**config.mk**
```make
export PLATFORM = sky130hd
export DESIGN_NAME = udp_port_redirect_classifier
export DESIGN_NICKNAME = d
export VERILOG_FILES = /design/src/rtl/upc_pkg.sv /design/src/rtl/udp_port_redirect_classifier.sv /design/src/rtl/upc_front.sv /design/src/rtl/upc_queue.sv /design/src/rtl/upc_back.sv
export SDC_FILE = /design/constraint.sdc
export NUM_CORES = 2
export LEC_CHECK = 0
export BUFFER_PORTS_ARGS = -buffer_cell sky130_fd_sc_hd__buf_2
export CELL_PAD_IN_SITES_DETAIL_PLACEMENT = 0
export CELL_PAD_IN_SITES_GLOBAL_PLACEMENT = 2
export CORE_ASPECT_RATIO = 0.7
export CORE_MARGIN = 3
export CORE_UTILIZATION = 47
export DETAILED_ROUTE_END_ITERATION = 8
export PLACE_DENSITY = 0.91
export REMOVE_ABC_BUFFERS = 1
export SLEW_MARGIN = 40
export SYNTH_ARGS = -nofsm -noshare
export SYNTH_HDL_FRONTEND = slang
export SYNTH_SLANG_ARGS = --single-unit
```
**constraint.sdc**
```tcl
create_clock -name clk -period 6.5 [get_ports clk]
set_input_delay 0.65 -clock clk [delete_from_list [all_inputs] [get_ports clk]]
set_output_delay 0.65 -clock clk [all_outputs]
set_load 0.05 [all_outputs]
```
**src/rtl/upc_pkg.sv**
```systemverilog
// Shared types, constants and codes for the UDP port redirect classifier.
package upc_pkg;

    localparam int TABLE_ENTRIES_DEFAULT = 32;
    localparam int QUEUE_DEPTH = 4;

    localparam logic [15:0] ETHERTYPE_IPV4 = 16'h0800;
    localparam logic [7:0] PROTO_UDP = 8'd17;
    localparam logic [15:0] ETH_HDR_LEN = 16'd14;
    localparam logic [15:0] IP_HDR_END_MIN = 16'd34;
    localparam logic [15:0] UDP_HDR_LEN = 16'd8;
    localparam logic [15:0] PORT_OFFSET = 16'd2;
    localparam logic [15:0] PROTO_POS = 16'd23;
    localparam logic [15:0] ETHERTYPE_HI_POS = 16'd12;
    localparam logic [15:0] ETHERTYPE_LO_POS = 16'd13;
    localparam logic [3:0] IHL_MIN = 4'd5;

    localparam logic OP_FRAME_BYTE = 1'b0;
    localparam logic OP_TABLE_WRITE = 1'b1;

    typedef enum logic [1:0] {
        VERDICT_DROP = 2'd0,
        VERDICT_PASS = 2'd1,
        VERDICT_REDIRECT = 2'd2,
        VERDICT_ABORT = 2'd3
    } verdict_t;

    typedef enum logic [1:0] {
        CMD_WRITE = 2'd0,
        CMD_VERDICT = 2'd1,
        CMD_LOOKUP = 2'd2
    } cmd_kind_t;

    typedef struct packed {
        logic operation;
        logic [7:0] frame_byte;
        logic frame_end;
        logic [4:0] entry_index;
        logic [15:0] entry_port;
        logic [31:0] entry_device;
        logic entry_valid;
    } req_word_t;

    typedef struct packed {
        verdict_t verdict;
        logic [31:0] target_device;
    } rsp_word_t;

    typedef struct packed {
        cmd_kind_t kind;
        verdict_t verdict;
        logic [15:0] port;
        logic [4:0] index;
        logic [31:0] device;
        logic valid;
    } cmd_t;

endpackage

```
**src/rtl/udp_port_redirect_classifier.sv**
```systemverilog
// A frame's command is queued when its last byte is taken; its verdict then passes the queue and the result register.
// Throughput: one word per cycle unless the queue is full; a four-word command queue decouples parser and table.
// The route table does one parallel port match per cycle unless the output stalls and takes one entry write per cycle.
// Reset clears the parser state, the queue, the result valid bit and every table valid bit.
// Keys and devices of table entries are not reset; an entry is used only after it is written.
module udp_port_redirect_classifier #(
    parameter int TABLE_ENTRIES = upc_pkg::TABLE_ENTRIES_DEFAULT
) (
    input  logic clk,
    input  logic rst_n,
    input  logic req_valid,
    output logic req_stall,
    input  upc_pkg::req_word_t req_word,
    output logic rsp_valid,
    input  logic rsp_stall,
    output upc_pkg::rsp_word_t rsp_word
);
    import upc_pkg::*;

    logic cmd_push;
    logic cmd_pop;
    logic queue_full;
    logic queue_not_empty;
    cmd_t push_word;
    cmd_t head_word;

    upc_front u_front (
        .clk(clk),
        .rst_n(rst_n),
        .req_valid(req_valid),
        .req_word(req_word),
        .queue_full(queue_full),
        .req_stall(req_stall),
        .cmd_push(cmd_push),
        .cmd_word(push_word)
    );

    upc_queue u_queue (
        .clk(clk),
        .rst_n(rst_n),
        .push(cmd_push),
        .push_word(push_word),
        .pop(cmd_pop),
        .full(queue_full),
        .not_empty(queue_not_empty),
        .head_word(head_word)
    );

    upc_back #(
        .TABLE_ENTRIES(TABLE_ENTRIES)
    ) u_back (
        .clk(clk),
        .rst_n(rst_n),
        .cmd_ready(queue_not_empty),
        .cmd_word(head_word),
        .cmd_pop(cmd_pop),
        .rsp_valid(rsp_valid),
        .rsp_stall(rsp_stall),
        .rsp_word(rsp_word)
    );

endmodule

```
**src/rtl/upc_front.sv**
```systemverilog
// Frame parser that captures header fields, classifies each frame at its last byte and forwards table writes.
module upc_front (
    input  logic clk,
    input  logic rst_n,
    input  logic req_valid,
    input  upc_pkg::req_word_t req_word,
    input  logic queue_full,
    output logic req_stall,
    output logic cmd_push,
    output upc_pkg::cmd_t cmd_word
);
    import upc_pkg::*;

    logic [15:0] count_reg, count_next, count_upd;
    logic [15:0] ether_type_reg, ether_type_next, ether_type_upd;
    logic [3:0] header_words_reg, header_words_next, header_words_upd;
    logic [7:0] ip_protocol_reg, ip_protocol_next, ip_protocol_upd;
    logic [15:0] dest_port_reg, dest_port_next, dest_port_upd;
    logic [15:0] port_at;
    logic [15:0] ip_end;
    logic accept;
    logic frame_byte_taken;
    verdict_t verdict;
    logic need_lookup;

    assign req_stall = queue_full;
    assign accept = req_valid && !queue_full;
    assign frame_byte_taken = accept && (req_word.operation == OP_FRAME_BYTE);

    always_comb
    begin
        port_at = ETH_HDR_LEN + {10'd0, header_words_reg, 2'b00} + PORT_OFFSET;
        ether_type_upd = ether_type_reg;
        header_words_upd = header_words_reg;
        ip_protocol_upd = ip_protocol_reg;
        dest_port_upd = dest_port_reg;
        if (count_reg == ETHERTYPE_HI_POS)
        begin
            ether_type_upd = {req_word.frame_byte, ether_type_reg[7:0]};
        end
        else if (count_reg == ETHERTYPE_LO_POS)
        begin
            ether_type_upd = {ether_type_reg[15:8], req_word.frame_byte};
        end
        else if (count_reg == ETH_HDR_LEN)
        begin
            header_words_upd = req_word.frame_byte[3:0];
        end
        else if (count_reg == PROTO_POS)
        begin
            ip_protocol_upd = req_word.frame_byte;
        end
        if (count_reg > ETH_HDR_LEN)
        begin
            if (count_reg == port_at)
            begin
                dest_port_upd = {req_word.frame_byte, dest_port_reg[7:0]};
            end
            else if (count_reg == port_at + 16'd1)
            begin
                dest_port_upd = {dest_port_reg[15:8], req_word.frame_byte};
            end
        end
        count_upd = (count_reg == 16'hFFFF) ? count_reg : count_reg + 16'd1;
    end

    always_comb
    begin
        ip_end = ETH_HDR_LEN + {10'd0, header_words_upd, 2'b00};
        need_lookup = 1'b0;
        verdict = VERDICT_DROP;
        if (count_upd < ETH_HDR_LEN)
        begin
            verdict = VERDICT_DROP;
        end
        else if (ether_type_upd != ETHERTYPE_IPV4)
        begin
            verdict = VERDICT_PASS;
        end
        else if (count_upd < IP_HDR_END_MIN)
        begin
            verdict = VERDICT_DROP;
        end
        else if (header_words_upd < IHL_MIN)
        begin
            verdict = VERDICT_DROP;
        end
        else if (ip_end > count_upd)
        begin
            verdict = VERDICT_DROP;
        end
        else if (ip_protocol_upd != PROTO_UDP)
        begin
            verdict = VERDICT_PASS;
        end
        else if (ip_end + UDP_HDR_LEN > count_upd)
        begin
            verdict = VERDICT_DROP;
        end
        else
        begin
            need_lookup = 1'b1;
        end
    end

    always_comb
    begin
        count_next = count_reg;
        ether_type_next = ether_type_reg;
        header_words_next = header_words_reg;
        ip_protocol_next = ip_protocol_reg;
        dest_port_next = dest_port_reg;
        if (frame_byte_taken)
        begin
            if (req_word.frame_end)
            begin
                count_next = '0;
                ether_type_next = '0;
                header_words_next = '0;
                ip_protocol_next = '0;
                dest_port_next = '0;
            end
            else
            begin
                count_next = count_upd;
                ether_type_next = ether_type_upd;
                header_words_next = header_words_upd;
                ip_protocol_next = ip_protocol_upd;
                dest_port_next = dest_port_upd;
            end
        end
    end

    always_ff @(posedge clk or negedge rst_n)
    begin
        if (!rst_n)
        begin
            count_reg <= '0;
            ether_type_reg <= '0;
            header_words_reg <= '0;
            ip_protocol_reg <= '0;
            dest_port_reg <= '0;
        end
        else
        begin
            count_reg <= count_next;
            ether_type_reg <= ether_type_next;
            header_words_reg <= header_words_next;
            ip_protocol_reg <= ip_protocol_next;
            dest_port_reg <= dest_port_next;
        end
    end

    always_comb
    begin
        cmd_push = 1'b0;
        cmd_word.kind = CMD_WRITE;
        cmd_word.verdict = verdict;
        cmd_word.port = dest_port_upd;
        cmd_word.index = req_word.entry_index;
        cmd_word.device = req_word.entry_device;
        cmd_word.valid = req_word.entry_valid;
        if (accept)
        begin
            if (req_word.operation == OP_TABLE_WRITE)
            begin
                cmd_push = 1'b1;
                cmd_word.kind = CMD_WRITE;
                cmd_word.port = req_word.entry_port;
            end
            else if (req_word.frame_end)
            begin
                cmd_push = 1'b1;
                cmd_word.kind = need_lookup ? CMD_LOOKUP : CMD_VERDICT;
            end
        end
    end

endmodule

```
**src/rtl/upc_queue.sv**
```systemverilog
// Short command queue between the frame parser and the route table stage.
module upc_queue (
    input  logic clk,
    input  logic rst_n,
    input  logic push,
    input  upc_pkg::cmd_t push_word,
    input  logic pop,
    output logic full,
    output logic not_empty,
    output upc_pkg::cmd_t head_word
);
    import upc_pkg::*;

    localparam int PTR_W = $clog2(QUEUE_DEPTH);
    localparam int CNT_W = $clog2(QUEUE_DEPTH + 1);

    cmd_t slots [QUEUE_DEPTH];
    logic [PTR_W-1:0] wr_ptr_reg, wr_ptr_next;
    logic [PTR_W-1:0] rd_ptr_reg, rd_ptr_next;
    logic [CNT_W-1:0] count_reg, count_next;

    assign full = (count_reg == CNT_W'(QUEUE_DEPTH));
    assign not_empty = (count_reg != '0);
    assign head_word = slots[rd_ptr_reg];

    always_comb
    begin
        wr_ptr_next = push ? wr_ptr_reg + PTR_W'(1) : wr_ptr_reg;
        rd_ptr_next = pop ? rd_ptr_reg + PTR_W'(1) : rd_ptr_reg;
        count_next = count_reg;
        if (push && !pop)
        begin
            count_next = count_reg + CNT_W'(1);
        end
        else if (pop && !push)
        begin
            count_next = count_reg - CNT_W'(1);
        end
    end

    always_ff @(posedge clk)
    begin
        if (push)
        begin
            slots[wr_ptr_reg] <= push_word;
        end
    end

    always_ff @(posedge clk or negedge rst_n)
    begin
        if (!rst_n)
        begin
            wr_ptr_reg <= '0;
            rd_ptr_reg <= '0;
            count_reg <= '0;
        end
        else
        begin
            wr_ptr_reg <= wr_ptr_next;
            rd_ptr_reg <= rd_ptr_next;
            count_reg <= count_next;
        end
    end

endmodule

```
**src/rtl/upc_back.sv**
```systemverilog
// Route table with parallel port match and the registered result stage.
module upc_back #(
    parameter int TABLE_ENTRIES = upc_pkg::TABLE_ENTRIES_DEFAULT
) (
    input  logic clk,
    input  logic rst_n,
    input  logic cmd_ready,
    input  upc_pkg::cmd_t cmd_word,
    output logic cmd_pop,
    output logic rsp_valid,
    input  logic rsp_stall,
    output upc_pkg::rsp_word_t rsp_word
);
    import upc_pkg::*;

    logic [15:0] route_port_reg [TABLE_ENTRIES];
    logic [31:0] route_device_reg [TABLE_ENTRIES];
    logic [TABLE_ENTRIES-1:0] route_valid_reg, route_valid_next;
    logic [TABLE_ENTRIES-1:0] write_sel;
    logic hit;
    logic [31:0] hit_device;
    logic can_load;
    logic table_write;
    logic rsp_valid_reg, rsp_valid_next;
    rsp_word_t rsp_word_reg, rsp_word_next;

    assign can_load = !rsp_valid_reg || !rsp_stall;
    assign table_write = cmd_ready && (cmd_word.kind == CMD_WRITE);
    assign cmd_pop = cmd_ready && ((cmd_word.kind == CMD_WRITE) || can_load);
    assign rsp_valid = rsp_valid_reg;
    assign rsp_word = rsp_word_reg;

    always_comb
    begin
        for (int i = 0; i < TABLE_ENTRIES; i++)
        begin
            write_sel[i] = table_write && (int'(cmd_word.index) == i);
        end
    end

    always_comb
    begin
        hit = 1'b0;
        hit_device = '0;
        for (int i = TABLE_ENTRIES - 1; i >= 0; i--)
        begin
            if (route_valid_reg[i] && (route_port_reg[i] == cmd_word.port))
            begin
                hit = 1'b1;
                hit_device = route_device_reg[i];
            end
        end
    end

    always_comb
    begin
        route_valid_next = route_valid_reg;
        for (int i = 0; i < TABLE_ENTRIES; i++)
        begin
            if (write_sel[i])
            begin
                route_valid_next[i] = cmd_word.valid;
            end
        end
    end

    always_comb
    begin
        rsp_valid_next = rsp_valid_reg && rsp_stall;
        rsp_word_next = rsp_word_reg;
        if (cmd_pop)
        begin
            case (cmd_word.kind)
                CMD_VERDICT:
                begin
                    rsp_valid_next = 1'b1;
                    rsp_word_next.verdict = cmd_word.verdict;
                    rsp_word_next.target_device = '0;
                end
                CMD_LOOKUP:
                begin
                    rsp_valid_next = 1'b1;
                    rsp_word_next.verdict = hit ? VERDICT_REDIRECT : VERDICT_ABORT;
                    rsp_word_next.target_device = hit ? hit_device : 32'd0;
                end
                default:
                begin
                    rsp_word_next = rsp_word_reg;
                end
            endcase
        end
    end

    always_ff @(posedge clk)
    begin
        for (int i = 0; i < TABLE_ENTRIES; i++)
        begin
            if (write_sel[i])
            begin
                route_port_reg[i] <= cmd_word.port;
                route_device_reg[i] <= cmd_word.device;
            end
        end
        rsp_word_reg <= rsp_word_next;
    end

    always_ff @(posedge clk or negedge rst_n)
    begin
        if (!rst_n)
        begin
            route_valid_reg <= '0;
            rsp_valid_reg <= 1'b0;
        end
        else
        begin
            route_valid_reg <= route_valid_next;
            rsp_valid_reg <= rsp_valid_next;
        end
    end

endmodule
```
* Word level (Yosys, flattened, before mapping)
Memories as Yosys holds them, arrays and structs flattened.
Index checks and enable logic that the tools add are counted.
** Word-level totals
- Flip-flop bits (word level) :: 134
- Memory bits (writable) :: 1768
- Output and inout port bits :: 36
- Logic and storage cells :: 648
- Memories kept :: 3
** Memories
- u_back.route_device_reg :: words 32, width 32, rd ports 32, clocked after Yosys merged registers in 0, write ports 1, RTL line upc_back.sv:17 : logic [31:0] route_device_reg [TABLE_ENTRIES];
- u_back.route_port_reg :: words 32, width 16, rd ports 32, clocked after Yosys merged registers in 0, write ports 1, RTL line upc_back.sv:16 : logic [15:0] route_port_reg [TABLE_ENTRIES];
- u_queue.slots :: words 4, width 58, rd ports 1, clocked after Yosys merged registers in 0, write ports 1, RTL line upc_queue.sv:17 : cmd_t slots [QUEUE_DEPTH];
** Operators by class
- Add/subtract/negate cells :: 10
- Order comparisons :: 6
- Eq/ne operators :: 75
- Mux-type cells :: 363
- Bitwise logic cells :: 1
- Reductions and logical operators :: 147
** Operators by type and width (number)
- two-way mux 32 bit :: 64
- OR reduction 32 bit :: 31
- two-way mux 16 bit :: 40
- equality test 16 bit :: 34
- OR reduction 16 bit :: 31
- two-way mux 5 bit :: 62
- two-way mux 1 bit :: 174
- equality test 5 bit (second input constant) :: 16
- logical AND 1 bit :: 71
- case mux 34 bit (2 select lines) :: 1
- two-way mux 8 bit :: 7
- equality test 16 x 4 -> 1 bit (second input constant) :: 3
- equality test 5 x 4 -> 1 bit (second input constant) :: 8
- adder 16 x 1 -> 16 bit (second input constant) :: 2
- greater-than comparator 16 bit :: 2
- equality test 5 x 3 -> 1 bit (second input constant) :: 4
- two-way mux 2 bit :: 9
- adder 16 x 2 -> 16 bit (second input constant) :: 1
- adder 16 x 4 -> 16 bit (second input constant) :: 1
- equality test 16 bit (second input constant) :: 1
- equality test 16 x 5 -> 1 bit (second input constant) :: 1
- greater-than comparator 16 x 4 -> 1 bit (second input constant) :: 1
- < comparator 16 x 4 -> 1 bit (second input constant) :: 1
- < comparator 16 x 6 -> 1 bit (second input constant) :: 1
- 23 further kinds :: 36

* Depth between registers and ports, before layout
An unclocked memory read counts as a cell.
- Depth in word-level cells :: 38
- Depth in mapped cells :: 20

* By module
From an unflattened synthesis, not the netlist that was laid out.
** Second synthesis, totals
- Cells, all modules :: 5208
- Area total of the unflattened synthesis :: 79139.7 µm²
** By module, submodules not included
- upc_back :: times used 1, cells an instance 4283, area each 65557.9 µm², sequential area each 47971.0 µm²
- upc_queue :: times used 1, cells an instance 338, area each 8836.0 µm², sequential area each 7141.8 µm²
- upc_front :: times used 1, cells an instance 587, area each 4745.8 µm², sequential area each 1501.4 µm²

* Least setup slack after synthesis
Ideal clock, no wire load.
- Path kind :: reg-to-reg
- Start :: register u_queue.rd_ptr_reg[1]
- End :: register u_back.route_valid_reg[3]
- Library setup time :: 126 ps
- Arrival time :: 5358 ps
- Data required time :: 6374 ps
- Setup slack :: 1016 ps
- Cell stages (with the launch flop) :: 15
- Buffers on the path :: 6
- Clock period less this slack :: 5484 ps
- Cell sequence :: dfrtp_1 -> buf_4 -> buf_2 -> buf_2 -> clkbuf_1 -> clkbuf_1 -> clkbuf_1 -> mux4_2 -> inv_1 -> ha_1 -> nand2_1 -> nor2_1 -> nand2_1 -> nor2_1 -> mux2_2
** Between the ends
- Cells in the longest elaborated chain, start to end :: 4
- Elaborated cells on any way between the ends :: 5
** Ends and longest elaborated chain
- from (decl) :: RTL line upc_queue.sv:19 : logic [PTR_W-1:0] rd_ptr_reg, rd_ptr_next;
- from (signal assigned) :: RTL line upc_queue.sv:60 : rd_ptr_reg <= rd_ptr_next;
- memory read (4 x 58 bit) (*)
- parallel branches: the longest is 2 deep, another holds equality test 5 x 3 -> 1 bit
- logical AND 1 bit (*) :: RTL line upc_back.sv:37 : write_sel[i] = table_write && (int'(cmd_word.index) == i);
- named net u_back.write_sel[3] :: RTL line upc_back.sv:19 : logic [TABLE_ENTRIES-1:0] write_sel;
- to (signal assigned) :: RTL line upc_back.sv:116 : route_valid_reg <= route_valid_next;
- to (decl) :: RTL line upc_back.sv:18 : logic [TABLE_ENTRIES-1:0] route_valid_reg, route_valid_next;
Mark *: on every way through the listed nets, which the timed path passes.
A chain may end at the register's enable or synchronous reset.

==> metrics.txt <==
Core Box Area about 170000 um2; CP Class reg2reg; setup slack after layout 0.657 ns; CTS Sinks 1898; Startpoint Class register; Placed Area 83500 um2; placed wire-length estimate 127000 um; Cell Pwr Density 403 nW/um2; Tmin final 5.84 ns; Worst-Margin Slew 0.898 ns; CP arrival 6.37 ns; synthesized flop and latch total ~1900; most frequent cell after synthesis edfxtp_1; leakage power 28.9 nW; clk buf depth 3; cells along the critical path or4_1 -> nor4_1 -> nand2_1 -> nor3_1 -> and3_1 -> mux2i_1 -> ha_1 -> xor2_1 -> ha_1 -> xor2_1 -> ha_1 -> a21o_1 -> a21o_1 -> a21oi_1 -> o21ai_0 -> o31ai_1 -> nor2_1 -> nor4b_1; required time of the critical path 7.02 ns; CTS resizes 0; DP Cell Count 7580; hold_ws 0.0565 ns; postcts setup bufs 0; initial DRC count 6064; endpoints failing hold 0; drt via density 6.13; crit path capture type register; CTS tree built; total routed wirelength 205000 um; Critical-path top delay cell nor4b_1; First-pass DRT Iterations 8; H-tree depth 4; Layout Cells excl Fill just under 8000; die area ~170000 um2; Die Y 350 um; Port Buf Inserts 103; number of flops mapped to enable cells by yosys 1798; routed wire length per instance around 26 um; vias in the first global route roughly 46000; largest net degree at the start of global routing 96; Routed Antenna Nets 0; setup violators final 0; Post-synth top cells 1798 x edfxtp_1, 379 x xnor2_1, 365 x nand2_1; Area growth syn-to-layout 12.4%; synth top area cells edfxtp_1 68%, xnor2_1 4.2%, dfrtp_1 3.1%; CP bufs+invs 0; final setup TNS 0 ns; Reg area 56500 um2; Yosys top cell area share 67.8%; first-pass GRT wire length 309000 um; Top FF cell, synth edfxtp_1; Distinct cells, synth 85; finished layout cell area 89600 um2; Layout Utilization 53.6%; CTS root buf clkbuf_16; FMAX 171 MHz; final global-route overflow total 0; RSZ-0062 raised after global routing no; FP Rows 125; Clk Latency, worst-skew pair 0.82 ns; Top Ports around 100; fin crit share 89.9%; total track usage 23.1%; Post-CTS Hold Buffers 18; Initial Util 47.6%; sequential-to-total area share from yosys stat 70.9%; CTS clk-pin slew, worst paths ~0.06 ns; Ys Warns 0; mapped cell area 79700 um2; slew margin rel. 40.1%; # fillers 13300; status complete, no violations; Hold Path Class in2reg; area of the multi-input gates 21900 um2; CP dominant cell by count ha_1; Post-Synthesis Cells roughly 5400; Final #Nets around 5700; share of layout cells above drive strength 1 a little over an eighth; Largest register FFs 1024; Placer Congestion roughly 0.83; drc violations 0; Design Power approximately 36 mW; largest area contributor in the netlist edfxtp_1; Async SR Flop Fraction 5.27%; Avg Cell Area, Syn 14.7 um2; delay-heaviest family, CP simple AND/OR/NAND/NOR gates; Vias a little under 50000; maximum vdd drop 0.425 mV; Num CTS Buffers about 180; fin. max-slew vios 0; Clock Skew 0.0295 ns; initial antenna violation count 3; critical path's largest stage delay 0.56 ns; pre-CTS setup slack 0.743 ns; CP max FO 9; max-cap violation count 0; chip width 498 um
-- path summary, 6_finish.rpt --
| path | start | to | slack, ns | cells past startpoint |
|---|---|---|---|---|
| min in group asynchronous | rst_n | u_front.count_reg[15] | 0.37 | 2 |
| max in group asynchronous | rst_n | u_queue.rd_ptr_reg[0] | 5.00 | 3 |
| max reg2reg | u_front.count_reg[8] | u_queue.slots[0][57] | 0.66 | 18 |
| min | req_word[25] | u_queue.slots[0][25] | 0.06 | 1 |
| min reg2reg | u_queue.count_reg[2] | u_queue.count_reg[2] | 0.49 | 1 |
| max | u_front.count_reg[8] | u_queue.slots[0][57] | 0.66 | 18 |
-- worst reg2reg max path: cells and delay by family, from the launching register on --
family / cells / cell delay (ns)
multiplexers: 1 / 0.42
AND/OR/NAND/NOR: 7 / 2.74
XOR/XNOR: 2 / 0.46
flip-flops: 1 / 0.47
adder cells (fa/ha/maj): 3 / 0.77
AO/OA/AOI/OAI: 5 / 0.72
-- where the power goes --
group	switching, mW	leakage, nW	total [mW]	internal, mW
Sequential	0.533	17.6	16.9	16.4
Combinational	6.42	8.53	8.85	2.43
Clock	4.49	2.80	10.3	5.80
Total	11.4	28.9	36.1	24.6
-- cell usage in the layout (no fill, tap or decap), drive strengths merged, types with 12 or more instances in the layout --
cell,netlist,final
xnor2,379,379
or4,12,12
nand2,365,365
edfxtp,1798,1798
mux2,37,37
clkinv,0,59
o21bai,32,32
mux4,56,56
a41oi,31,31
nand2b,14,14
nor4,101,101
inv,39,47
o21ai,172,172
dlygate4sd3,0,18
a22o,42,42
a21oi,144,144
mux2i,62,62
and2,16,16
clkbuf,255,257
ha,24,24
o211ai,128,128
a31o,31,31
a41o,31,31
nor3,154,154
o311ai,31,31
buf,103,286
a31oi,43,43
and3,46,46
a221oi,121,121
dfrtp,100,100
xor2,155,155
or3,36,36
o22ai,73,73
nor2,361,361
nand3,110,110
a211o,34,34
nand4,122,122
a221o,33,33
a22oi,37,37
-- routing by layer --
| metal | wire, um | share of wire (%) | vias to the layer above | track usage [%] |
|---|---|---|---|---|
| li1 | - | - | 21500 | - |
| met1 | 94300 | 46 | 24500 | 36.7 |
| met2 | 86800 | 42 | 2473 | 32.6 |
| met3 | 21300 | 10 | 235 | 5.07 |
| met4 | 2920 | 1.4 | 0 | 4.71 |
| met5 | 0 | 0 | - | 0 |
-- cell families after synthesis --
family	Yosys count	share of synthesized area, %
AO/OA/AOI/OAI	1043	9.41
XOR/XNOR	534	5.87
adder cells (fa/ha/maj)	25	0.402
buffers and inverters	397	2.13
flip-flops	1898	70.9
multiplexers	155	2.94
AND/OR/NAND/NOR	1382	8.32
-- layout make-up --
class | instances | share of cell area [%]
flip-flops and latches | 1898 | 63.1
clock inverters | 79 | 0.742
diodes | 2 | 0.00559
multi-input cells | 3139 | 24.5
well taps | 2222 | 3.10
clock buffers | 257 | 5.67
inverters | 39 | 0.163
repair buffers | 304 | 2.71
Power figures use the tool's default switching activity.
